<file path="src/hdl/pnfs_pkg.sv">
// ============================================================================
// Packed nibble field store package
// Shared constants, operation codes and types for the nibble field store.
// ============================================================================
package pnfs_pkg;

   // Default sizes, handed to the top-level parameters.
   localparam int STORE_BYTES_DEF = 256;
   localparam int FIELD_COUNT_DEF = 63;

   // The descriptor table has one entry for every field index code.
   localparam int DESC_DEPTH = 64;
   localparam int DESC_BITS  = 17;
   localparam int INDEX_BITS = 6;

   // Fixed byte locations inside the store.
   localparam logic [7:0] NIB_BASE  = 8'd50;
   localparam logic [7:0] FLAG_ADDR = 8'd41;

   // Operation codes on the request channel.
   localparam logic [1:0] FUNC_LOAD = 2'd0;
   localparam logic [1:0] FUNC_GET  = 2'd1;
   localparam logic [1:0] FUNC_SET  = 2'd2;

   // Operations of the shared nibble shift and merge unit.
   typedef logic [1:0] alu_op_type;
   localparam alu_op_type ALU_NIB_SHIFT  = 2'd0;
   localparam alu_op_type ALU_BYTE_SHIFT = 2'd1;
   localparam alu_op_type ALU_NIB_MERGE  = 2'd2;

   // Write strobes from the sequencer to the memories.
   typedef struct packed {
      logic byte_we;
      logic desc_we;
   } mem_ctl_type;

endpackage

</file>
<file path="src/hdl/pnfs_mem.sv">
// ============================================================================
// Packed nibble field store memories
// Byte store and descriptor table, each with one write port and one
// registered read port.
// ============================================================================
module pnfs_mem #(
   parameter int STORE_BYTES = pnfs_pkg::STORE_BYTES_DEF,
   parameter int AW          = $clog2(STORE_BYTES)
) (
   input  logic                             clock,
   input  pnfs_pkg::mem_ctl_type            mem_ctl,
   input  logic [AW-1:0]                    byte_waddr,
   input  logic [7:0]                       byte_wdata,
   input  logic [AW-1:0]                    byte_raddr,
   output logic [7:0]                       byte_rdata,
   input  logic [pnfs_pkg::INDEX_BITS-1:0]  desc_waddr,
   input  logic [pnfs_pkg::DESC_BITS-1:0]   desc_wdata,
   input  logic [pnfs_pkg::INDEX_BITS-1:0]  desc_raddr,
   output logic [pnfs_pkg::DESC_BITS-1:0]   desc_rdata
);

   logic [7:0]                     byte_mem [STORE_BYTES];
   logic [pnfs_pkg::DESC_BITS-1:0] desc_mem [pnfs_pkg::DESC_DEPTH];
   logic [7:0]                     byte_rdata_ff;
   logic [pnfs_pkg::DESC_BITS-1:0] desc_rdata_ff;

   // Byte store: read first, read data registered.
   always_ff @(posedge clock) begin
      if (mem_ctl.byte_we) begin
         byte_mem[byte_waddr] <= byte_wdata;
      end
      byte_rdata_ff <= byte_mem[byte_raddr];
   end

   // Descriptor table.
   always_ff @(posedge clock) begin
      if (mem_ctl.desc_we) begin
         desc_mem[desc_waddr] <= desc_wdata;
      end
      desc_rdata_ff <= desc_mem[desc_raddr];
   end

   assign byte_rdata = byte_rdata_ff;
   assign desc_rdata = desc_rdata_ff;

endmodule

</file>
<file path="src/hdl/pnfs_nib_alu.sv">
// ============================================================================
// Packed nibble field store shift and merge unit
// Shifts a nibble or a byte into the field accumulator, or merges one
// nibble into a byte read from the store.
// ============================================================================
module pnfs_nib_alu (
   input  pnfs_pkg::alu_op_type  op,
   input  logic [31:0]           acc_i,
   input  logic [7:0]            byte_i,
   input  logic                  sel_high,
   input  logic [3:0]            nib_i,
   output logic [31:0]           acc_o,
   output logic [7:0]            byte_o
);

   logic [3:0] nib_pick;

   // An odd nibble number lives in the high half of its byte.
   assign nib_pick = sel_high ? byte_i[7:4] : byte_i[3:0];

   always_comb begin
      acc_o  = acc_i;
      byte_o = byte_i;
      case (op)
         pnfs_pkg::ALU_NIB_SHIFT: begin
            acc_o = {acc_i[27:0], nib_pick};
         end
         pnfs_pkg::ALU_BYTE_SHIFT: begin
            acc_o = {acc_i[23:0], byte_i};
         end
         pnfs_pkg::ALU_NIB_MERGE: begin
            byte_o = sel_high ? {nib_i, byte_i[3:0]} : {byte_i[7:4], nib_i};
         end
         default: begin
            acc_o  = acc_i;
            byte_o = byte_i;
         end
      endcase
   end

endmodule

</file>
<file path="src/hdl/pnfs_ctrl.sv">
// ============================================================================
// Packed nibble field store sequencer
// Steps one request through descriptor lookup, nibble reads or
// read-modify-writes, trail and flag bytes, and holds the response beat.
// ============================================================================
module pnfs_ctrl #(
   parameter int STORE_BYTES = pnfs_pkg::STORE_BYTES_DEF,
   parameter int FIELD_COUNT = pnfs_pkg::FIELD_COUNT_DEF,
   parameter int AW          = $clog2(STORE_BYTES)
) (
   input  logic                             clock,
   input  logic                             reset,
   input  logic                             req_valid,
   output logic                             req_ready,
   input  logic [1:0]                       req_func,
   input  logic [pnfs_pkg::INDEX_BITS-1:0]  req_field_index,
   input  logic [pnfs_pkg::DESC_BITS-1:0]   req_descriptor,
   input  logic [31:0]                      req_write_value,
   output logic                             rsp_valid,
   input  logic                             rsp_ready,
   output logic [31:0]                      rsp_read_value,
   output logic                             rsp_status,
   output pnfs_pkg::mem_ctl_type            mem_ctl,
   output logic [AW-1:0]                    byte_waddr,
   output logic [7:0]                       byte_wdata,
   output logic [AW-1:0]                    byte_raddr,
   input  logic [7:0]                       byte_rdata,
   output logic [pnfs_pkg::INDEX_BITS-1:0]  desc_waddr,
   output logic [pnfs_pkg::DESC_BITS-1:0]   desc_wdata,
   output logic [pnfs_pkg::INDEX_BITS-1:0]  desc_raddr,
   input  logic [pnfs_pkg::DESC_BITS-1:0]   desc_rdata
);

   localparam logic [3:0] ST_CLEAR     = 4'd0;
   localparam logic [3:0] ST_IDLE      = 4'd1;
   localparam logic [3:0] ST_DESC      = 4'd2;
   localparam logic [3:0] ST_GET_RD    = 4'd3;
   localparam logic [3:0] ST_GET_ACC   = 4'd4;
   localparam logic [3:0] ST_GET_TRAIL = 4'd5;
   localparam logic [3:0] ST_SET_FLAG  = 4'd6;
   localparam logic [3:0] ST_SET_TRAIL = 4'd7;
   localparam logic [3:0] ST_SET_RD    = 4'd8;
   localparam logic [3:0] ST_SET_WR    = 4'd9;
   localparam logic [3:0] ST_DONE      = 4'd10;

   localparam logic [AW-1:0] CLR_LAST = AW'(STORE_BYTES - 1);

   logic [3:0]        state_ff, state_in;
   logic [AW-1:0]     clr_ff, clr_in;
   logic              is_set_ff, is_set_in;
   logic [31:0]       wv_ff, wv_in;
   logic [5:0]        trail_ff, trail_in;
   logic [8:0]        n_ff, n_in;
   logic [2:0]        rem_ff, rem_in;
   logic [31:0]       acc_ff, acc_in;
   logic [31:0]       val_ff, val_in;
   logic              st_ff, st_in;
   logic              rsp_valid_ff, rsp_valid_in;
   logic [31:0]       rsp_value_ff, rsp_value_in;
   logic              rsp_status_ff, rsp_status_in;

   logic              accept;
   logic              idx_ok;
   logic [8:0]        prev_n;
   logic [AW-1:0]     cur_addr;
   logic [AW-1:0]     prev_addr;
   logic [AW-1:0]     trail_addr;
   logic [AW-1:0]     flag_addr;
   logic [5:0]        desc_trail;
   pnfs_pkg::alu_op_type alu_op;
   logic [31:0]       alu_acc;
   logic [7:0]        alu_byte;

   assign req_ready = (state_ff == ST_IDLE);
   assign accept    = req_valid && req_ready;
   assign idx_ok    = {1'b0, req_field_index} < 7'(FIELD_COUNT);

   // Byte addresses of the current nibble, the one below it, trail and flags.
   assign prev_n     = n_ff - 9'd1;
   assign cur_addr   = AW'(pnfs_pkg::NIB_BASE) + AW'(n_ff[8:1]);
   assign prev_addr  = AW'(pnfs_pkg::NIB_BASE) + AW'(prev_n[8:1]);
   assign trail_addr = AW'(trail_ff);
   assign flag_addr  = AW'(pnfs_pkg::FLAG_ADDR);
   assign desc_trail = desc_rdata[5:0];

   // The descriptor is looked up as the request beat is taken.
   assign desc_raddr = req_field_index;
   assign desc_waddr = (state_ff == ST_CLEAR) ? clr_ff[pnfs_pkg::INDEX_BITS-1:0]
                                              : req_field_index;
   assign desc_wdata = (state_ff == ST_CLEAR) ? '0 : req_descriptor;

   // Shared shift and merge unit.
   always_comb begin
      case (state_ff)
         ST_GET_TRAIL: alu_op = pnfs_pkg::ALU_BYTE_SHIFT;
         ST_SET_WR:    alu_op = pnfs_pkg::ALU_NIB_MERGE;
         default:      alu_op = pnfs_pkg::ALU_NIB_SHIFT;
      endcase
   end

   pnfs_nib_alu u_alu (
      .op       (alu_op),
      .acc_i    (acc_ff),
      .byte_i   (byte_rdata),
      .sel_high (n_ff[0]),
      .nib_i    (val_ff[3:0]),
      .acc_o    (alu_acc),
      .byte_o   (alu_byte)
   );

   // Sequencer.
   always_comb begin
      state_in      = state_ff;
      clr_in        = clr_ff;
      is_set_in     = is_set_ff;
      wv_in         = wv_ff;
      trail_in      = trail_ff;
      n_in          = n_ff;
      rem_in        = rem_ff;
      acc_in        = acc_ff;
      val_in        = val_ff;
      st_in         = st_ff;
      rsp_valid_in  = rsp_valid_ff;
      rsp_value_in  = rsp_value_ff;
      rsp_status_in = rsp_status_ff;
      mem_ctl       = '0;
      byte_waddr    = cur_addr;
      byte_wdata    = alu_byte;
      byte_raddr    = cur_addr;

      if (rsp_valid_ff && rsp_ready) begin
         rsp_valid_in = 1'b0;
      end

      case (state_ff)
         // Zero both memories, one byte address a cycle.
         ST_CLEAR: begin
            mem_ctl.byte_we = 1'b1;
            mem_ctl.desc_we = (clr_ff < AW'(pnfs_pkg::DESC_DEPTH));
            byte_waddr      = clr_ff;
            byte_wdata      = 8'h00;
            if (clr_ff == CLR_LAST) begin
               state_in = ST_IDLE;
            end else begin
               clr_in = clr_ff + AW'(1);
            end
         end
         // Decode the request beat.
         ST_IDLE: begin
            if (accept) begin
               is_set_in = (req_func == pnfs_pkg::FUNC_SET);
               wv_in     = req_write_value;
               acc_in    = '0;
               st_in     = 1'b0;
               state_in  = ST_DONE;
               case (req_func)
                  pnfs_pkg::FUNC_LOAD: begin
                     if (idx_ok) begin
                        mem_ctl.desc_we = 1'b1;
                     end else begin
                        acc_in = '1;
                        st_in  = 1'b1;
                     end
                  end
                  pnfs_pkg::FUNC_GET, pnfs_pkg::FUNC_SET: begin
                     if (idx_ok) begin
                        state_in = ST_DESC;
                     end else begin
                        acc_in = '1;
                        st_in  = 1'b1;
                     end
                  end
                  default: begin
                     state_in = ST_DONE;
                  end
               endcase
            end
         end
         // Unpack the descriptor; a set starts by reading the flag byte.
         ST_DESC: begin
            trail_in = desc_trail;
            rem_in   = desc_rdata[16:14];
            acc_in   = '0;
            if (is_set_ff) begin
               n_in       = {1'b0, desc_rdata[13:6]};
               val_in     = (desc_trail != 6'd0) ? {8'h00, wv_ff[31:8]} : wv_ff;
               byte_raddr = flag_addr;
               state_in   = ST_SET_FLAG;
            end else begin
               n_in     = {1'b0, desc_rdata[13:6]} + {6'd0, desc_rdata[16:14]};
               state_in = ST_GET_RD;
            end
         end
         // Read the top nibble of the field.
         ST_GET_RD: begin
            byte_raddr = cur_addr;
            state_in   = ST_GET_ACC;
         end
         // Shift in one nibble a cycle while the next read is issued.
         ST_GET_ACC: begin
            acc_in = alu_acc;
            if (rem_ff != 3'd0) begin
               byte_raddr = prev_addr;
               n_in       = prev_n;
               rem_in     = rem_ff - 3'd1;
            end else if (trail_ff != 6'd0) begin
               byte_raddr = trail_addr;
               state_in   = ST_GET_TRAIL;
            end else begin
               state_in = ST_DONE;
            end
         end
         // Append the trail byte.
         ST_GET_TRAIL: begin
            acc_in   = alu_acc;
            state_in = ST_DONE;
         end
         // Raise the dirty flags; a trail also sets bit 0.
         ST_SET_FLAG: begin
            mem_ctl.byte_we = 1'b1;
            byte_waddr      = flag_addr;
            byte_wdata      = byte_rdata | 8'h06 | {7'd0, (trail_ff != 6'd0)};
            if (trail_ff != 6'd0 && trail_ff != 6'(pnfs_pkg::FLAG_ADDR)) begin
               state_in = ST_SET_TRAIL;
            end else begin
               state_in = ST_SET_RD;
            end
         end
         // A trail on the flag byte is overwritten by the flags, so skip it.
         ST_SET_TRAIL: begin
            mem_ctl.byte_we = 1'b1;
            byte_waddr      = trail_addr;
            byte_wdata      = wv_ff[7:0];
            state_in        = ST_SET_RD;
         end
         ST_SET_RD: begin
            byte_raddr = cur_addr;
            state_in   = ST_SET_WR;
         end
         // Merge one nibble into its byte, lowest nibble first.
         ST_SET_WR: begin
            mem_ctl.byte_we = 1'b1;
            byte_waddr      = cur_addr;
            byte_wdata      = alu_byte;
            val_in          = {4'h0, val_ff[31:4]};
            if (rem_ff != 3'd0) begin
               rem_in   = rem_ff - 3'd1;
               n_in     = n_ff + 9'd1;
               state_in = ST_SET_RD;
            end else begin
               state_in = ST_DONE;
            end
         end
         // Hand the result to the response register once it is free.
         ST_DONE: begin
            if (!rsp_valid_ff || rsp_ready) begin
               rsp_valid_in  = 1'b1;
               rsp_value_in  = acc_ff;
               rsp_status_in = st_ff;
               state_in      = ST_IDLE;
            end
         end
         default: begin
            state_in = ST_IDLE;
         end
      endcase
   end

   // Control registers.
   always_ff @(posedge clock) begin
      if (reset) begin
         state_ff     <= ST_CLEAR;
         clr_ff       <= '0;
         rsp_valid_ff <= 1'b0;
      end else begin
         state_ff     <= state_in;
         clr_ff       <= clr_in;
         rsp_valid_ff <= rsp_valid_in;
      end
   end

   // Payload registers.
   always_ff @(posedge clock) begin
      is_set_ff     <= is_set_in;
      wv_ff         <= wv_in;
      trail_ff      <= trail_in;
      n_ff          <= n_in;
      rem_ff        <= rem_in;
      acc_ff        <= acc_in;
      val_ff        <= val_in;
      st_ff         <= st_in;
      rsp_value_ff  <= rsp_value_in;
      rsp_status_ff <= rsp_status_in;
   end

   assign rsp_valid      = rsp_valid_ff;
   assign rsp_read_value = rsp_value_ff;
   assign rsp_status     = rsp_status_ff;

   // The store is never written while waiting for a request.
   a_idle_no_write: assert property (@(posedge clock) disable iff (reset)
      (state_ff == ST_IDLE) |-> !mem_ctl.byte_we)
      else $error("byte store written while idle");

   // Requests are held off during the clearing pass.
   a_clear_not_ready: assert property (@(posedge clock) disable iff (reset)
      (state_ff == ST_CLEAR) |-> !req_ready)
      else $error("request taken during clearing pass");

   // An invalid field answers with all ones.
   a_invalid_ones: assert property (@(posedge clock) disable iff (reset)
      (rsp_valid && rsp_status) |-> (rsp_read_value == 32'hFFFF_FFFF))
      else $error("invalid field response not all ones");

   // Nibble merges stay inside the nibble area.
   a_merge_in_area: assert property (@(posedge clock) disable iff (reset)
      (state_ff == ST_SET_WR) |-> (byte_waddr >= AW'(pnfs_pkg::NIB_BASE)))
      else $error("nibble write outside nibble area");

   // A response beat is only produced from the done state.
   a_rsp_from_done: assert property (@(posedge clock) disable iff (reset)
      ($rose(rsp_valid)) |-> ($past(state_ff) == ST_DONE))
      else $error("response raised outside done state");

endmodule

</file>
<file path="src/hdl/packed_nibble_field_store.sv">
// ============================================================================
// Packed nibble field store
// Settings held as packed nibble fields in one byte memory, read and written
// through per-field descriptors.
// ============================================================================
// After reset the block runs a clearing pass over all STORE_BYTES byte addresses
// (256 by default) with req_ready low, zeroing the byte store and the descriptor
// table. Each request then runs alone: a load, an invalid field or an unused
// code goes straight to the response, a get reads the field's nibbles and its
// trail byte, and a set writes the flag byte, the trail byte and the nibbles.
// For a set, a trail byte that falls on the flag byte is not written, since
// the flag write replaces it. The byte store is a single memory with one
// registered read and one write port: a get streams one nibble read a cycle,
// while a set reads and then writes the byte of every nibble. The next request
// is taken while a response beat still waits on rsp_ready.
module packed_nibble_field_store #(
   parameter int STORE_BYTES = pnfs_pkg::STORE_BYTES_DEF,
   parameter int FIELD_COUNT = pnfs_pkg::FIELD_COUNT_DEF
) (
   input  logic                             clock,
   input  logic                             reset,
   input  logic                             req_valid,
   output logic                             req_ready,
   input  logic [1:0]                       req_func,
   input  logic [pnfs_pkg::INDEX_BITS-1:0]  req_field_index,
   input  logic [pnfs_pkg::DESC_BITS-1:0]   req_descriptor,
   input  logic [31:0]                      req_write_value,
   output logic                             rsp_valid,
   input  logic                             rsp_ready,
   output logic [31:0]                      rsp_read_value,
   output logic                             rsp_status
);

   localparam int AW = $clog2(STORE_BYTES);

   pnfs_pkg::mem_ctl_type           mem_ctl;
   logic [AW-1:0]                   byte_waddr;
   logic [7:0]                      byte_wdata;
   logic [AW-1:0]                   byte_raddr;
   logic [7:0]                      byte_rdata;
   logic [pnfs_pkg::INDEX_BITS-1:0] desc_waddr;
   logic [pnfs_pkg::DESC_BITS-1:0]  desc_wdata;
   logic [pnfs_pkg::INDEX_BITS-1:0] desc_raddr;
   logic [pnfs_pkg::DESC_BITS-1:0]  desc_rdata;

   // Sequencer with the shared shift and merge unit.
   pnfs_ctrl #(
      .STORE_BYTES (STORE_BYTES),
      .FIELD_COUNT (FIELD_COUNT),
      .AW          (AW)
   ) u_ctrl (
      .clock           (clock),
      .reset           (reset),
      .req_valid       (req_valid),
      .req_ready       (req_ready),
      .req_func        (req_func),
      .req_field_index (req_field_index),
      .req_descriptor  (req_descriptor),
      .req_write_value (req_write_value),
      .rsp_valid       (rsp_valid),
      .rsp_ready       (rsp_ready),
      .rsp_read_value  (rsp_read_value),
      .rsp_status      (rsp_status),
      .mem_ctl         (mem_ctl),
      .byte_waddr      (byte_waddr),
      .byte_wdata      (byte_wdata),
      .byte_raddr      (byte_raddr),
      .byte_rdata      (byte_rdata),
      .desc_waddr      (desc_waddr),
      .desc_wdata      (desc_wdata),
      .desc_raddr      (desc_raddr),
      .desc_rdata      (desc_rdata)
   );

   // Byte store and descriptor table.
   pnfs_mem #(
      .STORE_BYTES (STORE_BYTES),
      .AW          (AW)
   ) u_mem (
      .clock      (clock),
      .mem_ctl    (mem_ctl),
      .byte_waddr (byte_waddr),
      .byte_wdata (byte_wdata),
      .byte_raddr (byte_raddr),
      .byte_rdata (byte_rdata),
      .desc_waddr (desc_waddr),
      .desc_wdata (desc_wdata),
      .desc_raddr (desc_raddr),
      .desc_rdata (desc_rdata)
   );

endmodule

</file>
<file path="config.mk">
export PLATFORM = sky130hd
export DESIGN_NAME = packed_nibble_field_store
export DESIGN_NICKNAME = d
export VERILOG_FILES = /design/src/hdl/pnfs_pkg.sv /design/src/hdl/pnfs_mem.sv /design/src/hdl/pnfs_nib_alu.sv /design/src/hdl/pnfs_ctrl.sv /design/src/hdl/packed_nibble_field_store.sv
export SDC_FILE = /design/constraint.sdc
export NUM_CORES = 2
export LEC_CHECK = 0
export BUFFER_PORTS_ARGS = -buffer_cell sky130_fd_sc_hd__buf_2
export CELL_PAD_IN_SITES_DETAIL_PLACEMENT = 2
export CELL_PAD_IN_SITES_GLOBAL_PLACEMENT = 2
export CORE_UTILIZATION = 45
export DETAILED_ROUTE_END_ITERATION = 8
export GPL_TIMING_DRIVEN = 1
export PLACE_DENSITY = 0.84
export SLEW_MARGIN = 20
export SYNTH_ARGS = -nofsm -noshare
export SYNTH_HDL_FRONTEND = slang
export SYNTH_SLANG_ARGS = --single-unit
</file>
<file path="constraint.sdc">
create_clock -name clock -period 42.2 [get_ports clock]
set_input_delay 6.33 -clock clock [delete_from_list [all_inputs] [get_ports clock]]
set_output_delay 6.33 -clock clock [all_outputs]
set_load 0.01 [all_outputs]
</file>
==> impl_metrics.tcl, run 1 <==
set metrics [dict create \
    synthMostInstantiatedCell "edfxtp_1" \
    ys.flop_type "edfxtp_1" \
    rows 198 \
    flow.stopped_at "3_5_place_dp" \
    ys_seq_area_share_pct 75.3 \
    run_status "aborted with a tool error" \
    toolErrorMsg "[ERROR DPL-0033] detailed placement checks failed during check placement." \
    ys_top_cells_by_count "edfxtp_1 (3285), nand2_1 (1568), nand3_1 (719)" \
    synth_nets 8401 \
    dp_hpwl_microns 317000 \
    place_congestion 0.836 \
    ys_ff_latch 3323 \
    synth_edf_count 3285 \
    yosysWarnings 0 \
    synthCells 8325 \
    synth.top_cell.area_share_pct 74.7 \
    io_buffers 95 \
    boundaryPins 96 \
    syn_area_per_cell_sq_um 15.9 \
    ys_async_sr_fraction_pct 0 \
    start_util_pct 45.3 \
    netlist_area_sq_um 132000 \
    yosys-top-cells-area "edfxtp_1 (75%), mux4_2 (6.6%), nand2_1 (4.5%), nand3_1 (2.7%), mux2i_1 (1.8%)" \
    die_h_microns 544 \
    synth.distinct_cells 95 \
    synth_top_area_cell "edfxtp_1" \
    fp.dieW_microns 544 \
]
through the flow:
| stage | instances | cell area [sq um] | setup WS [ns] | hold slack [ns] |
|---|---|---|---|---|
| 2_1_floorplan | 8325 | 132000 | 28.07 | 0.400 |
| 3_3_place_gp | 12000 | 137000 | 31.71 | 0.404 |
cell families after synthesis:
| kind of cell | Yosys count | share of synthesized area [%] |
|---|---|---|
| flip-flops | 3323 | 75.3 |
| AND/OR/NAND/NOR | 2951 | 9.63 |
| AO/OA/AOI/OAI | 835 | 4.41 |
| multiplexers | 635 | 8.49 |
| buffers and inverters | 540 | 1.88 |
| XOR/XNOR | 26 | 0.172 |
| adder cells (fa/ha/maj) | 15 | 0.148 |
==> inputs of run 2 (changes only) <==
--- a/config.mk
+++ b/config.mk
@@ -6,12 +6,10 @@
 export NUM_CORES = 2
 export LEC_CHECK = 0
 export BUFFER_PORTS_ARGS = -buffer_cell sky130_fd_sc_hd__buf_2
-export CELL_PAD_IN_SITES_DETAIL_PLACEMENT = 2
-export CELL_PAD_IN_SITES_GLOBAL_PLACEMENT = 2
-export CORE_UTILIZATION = 45
+export CORE_UTILIZATION = 30
 export DETAILED_ROUTE_END_ITERATION = 8
 export GPL_TIMING_DRIVEN = 1
-export PLACE_DENSITY = 0.84
+export PLACE_DENSITY_LB_ADDON = 0.15
 export SLEW_MARGIN = 20
 export SYNTH_ARGS = -nofsm -noshare
 export SYNTH_HDL_FRONTEND = slang
==> impl_metrics.tcl, run 2 <==
set metrics [dict create \
    place_area_sq_um 139000 \
    r2r_end "u_mem.byte_rdata[6]" \
    startpoint "req_field_index[1]" \
    power.density_nw_per_um2 45.5 \
    antenna_found_initial 13 \
    die_h_microns 666 \
    fillers 41600 \
    synthCells 8325 \
    synthMostInstantiatedCell "edfxtp_1" \
    required_ns 42.71 \
    die_area_sq_um 443000 \
    cts_buffers 363 \
    cts.clk_slew.worst_paths_ns 0.06 \
    sw_frac_of_total_pct 20.7 \
    synth.top_cell.area_share_pct 74.7 \
    clock_sinks 3323 \
    routed_wl_microns 389000 \
    clock_latency_ns 0.97 \
    run_status "completed" \
    netlist_area_sq_um 132000 \
    multi_input_area_sq_um 30800 \
    top_register "u_mem.byte_mem" \
    fin_skew_ns 0.0965 \
    cts_root_buf "clkbuf_16" \
    max_cap_viol_count 0 \
    comb_power_share_pct 1.7 \
    p_switching_mw 1.42 \
    grt_pass1_vias 73400 \
    slew-limit-headroom_pct 20.1 \
    worst_slew_pin_slew_ns 1.19 \
    cts.htree.levels 5 \
    hold_class "flip-flop to flip-flop" \
    reg2reg_depth 13 \
    tns_ns 0 \
    timing.rr.start "u_ctrl.state_ff[0]" \
    critPathKind "primary input to flip-flop" \
    p_total_mw 6.88 \
    cts_tree "built" \
    rows 243 \
    final_common_cell "edfxtp_1" \
    largest_register_ffs 2048 \
    dp_slack_ns 31.71 \
    start_util_pct 30.1 \
    ys_seq_area_share_pct 75.3 \
    slew_violations 0 \
    setup_viol 0 \
    reg_top3 "u_mem.byte_mem: 2048 flops, u_mem.desc_mem: 1088 flops" \
    synth_edf_count 3285 \
    globalRouteOverflowTotal 0 \
    post-route-min-period_ns 9.54 \
    final.period_utilization_pct 22.6 \
    seq_power_share_pct 52.2 \
    synth_top_area_cell "edfxtp_1" \
    fp.dieW_microns 666 \
    cts_setup_buffers 0 \
    viasPerCell 5.02 \
    ant_nets 0 \
    r2r_slack_ns 34.45 \
    syn_area_per_cell_sq_um 15.9 \
    cp.arrival_ns 10.05 \
    routed-via-count 73400 \
    route.detailed.drc 0 \
    place_congestion 0.826 \
    post_drt_wl_per_cell_microns 26.6 \
    clockBufferDepth 4 \
    fin_area_sq_um 151000 \
    layout_common_cells "edfxtp_1 (3285), nand2_1 (1559), nand3_1 (719)" \
    yosys-top-cells-area "edfxtp_1 (75%), mux4_2 (6.6%), nand2_1 (4.5%), nand3_1 (2.7%), mux2i_1 (1.8%)" \
    drive_above_1_share_pct 15.3 \
    synth.distinct_cells 95 \
    vdd_drop_max_mv 0.0354 \
    dp_hpwl_microns 231000 \
    holdBufCountCts 0 \
    hold_depth 0 \
    final_util_pct 34.5 \
    grt_usage_pct 17.1 \
    grt_max_degree 176 \
    rsz0062_at_grt "false" \
    cp-start-kind "primary input" \
    cts_resized 0 \
    clock.fmax_mhz 105 \
    ys_async_sr_fraction_pct 0 \
    drtPass1Iterations 5 \
    p_clk_share_pct 46.0 \
    boundaryPins 96 \
    syn_to_final_growth_pct 14.5 \
    ys.flop_type "edfxtp_1" \
    io_buffers 95 \
    ys_ff_latch 3323 \
    fin_ws_ns 32.66 \
    drtIter0Drc 6702 \
    p_int_mw 5.46 \
    yosysWarnings 0 \
    hold_start "u_ctrl.acc_ff[28]" \
    grt_pass1_wl_microns 556000 \
    final_hold_viol_count 0 \
    final-seq-area_sq_um 99400 \
    ys_top_cells_by_count "edfxtp_1 (3285), nand2_1 (1568), nand3_1 (719)" \
    critPathCaptureType "flip-flop" \
    core_sq_um 438000 \
    holdPathEnd "u_ctrl.rsp_read_value[28]" \
    power_leakage_nw 48.5 \
    nets 8503 \
    synth_nets 8401 \
    path_max_fanout 90 \
]
-- run 2: cell counts after synthesis --
No cell type changed its count.
-- run 2: worst max-delay path by stage --
stage                                   endpoint  slack, ns
final                     u_mem.desc_mem[35][14]      32.66
after global routing      u_mem.desc_mem[35][14]      32.50
after CTS                   u_mem.desc_rdata[10]      32.75
after detailed placement    u_mem.desc_rdata[10]      31.71
after global placement     u_mem.desc_mem[51][9]      31.24
after floorplan             u_mem.byte_mem[0][1]      28.07
-- run 2: worst max-delay path, stage by stage --
cell and delay, ns:
buf_8 0.23, nand2_1 0.22, nor2_1 0.06, nand3_1 0.37, nand2_1 0.14, o32ai_2 0.39, a21boi_0 0.45, nand2_1 0.69
nor2_2 0.98
-- run 2: power by group through the flow --
stage,Sequential (mW),Clock [mW],Combinational [mW]
2_1_floorplan,3.66,0,0.0729
3_3_place_gp,3.66,0,0.120
3_5_place_dp,3.66,0,0.121
4_1_cts,3.59,3.23,0.122
5_1_grt,3.59,3.35,0.126
6_report,3.59,3.16,0.119
-- run 2: per-stage QoR --
| step | hold slack [ns] | cells |
|---|---|---|
| after floorplan | 0.400 | 8325 |
| after global placement | 0.414 | 13900 |
| after detailed placement | 0.405 | 13900 |
| after CTS | 0.419 | 14600 |
| after global routing | 0.424 | 14600 |
| final | 0.419 | 14600 |
-- run 2: kinds of logic (layout without fill, tap and decap cells) --
kind of cell	count (synthesis)	in the layout	synth area share (%)
compound gates	835	835	4.41
xor+xnor	26	26	0.172
fa+ha+maj	15	15	0.148
buf+inv	540	941	1.88
flops	3323	3323	75.3
mux	635	635	8.49
other cells	0	13	0
simple gates	2951	2951	9.63
-- run 2: final cells by class --
class                   instances  share of cell area [%]
multi-input cells            4462                    20.4
clock inverters               240                    1.50
diodes                         13                  0.0215
clock buffers                 424                    6.27
inverters                      19                  0.0471
flip-flops and latches       3323                    65.7
repair buffers                258                    1.22
well taps                    5880                    4.86
-- run 2: per-layer routing --
metal  global-route usage [%]  wire (microns)  vias to the layer above  share of wire [%]
met1                     23.7          172000                    38500                 44
met3                     1.85           16900                      526                4.4
met2                     28.4          188000                     1993                 48
met5                        0               0                        -                  0
met4                     5.04           11800                        0                3.0
li1                         -               -                    32400                  -
Power figures use the tool's default switching activity.
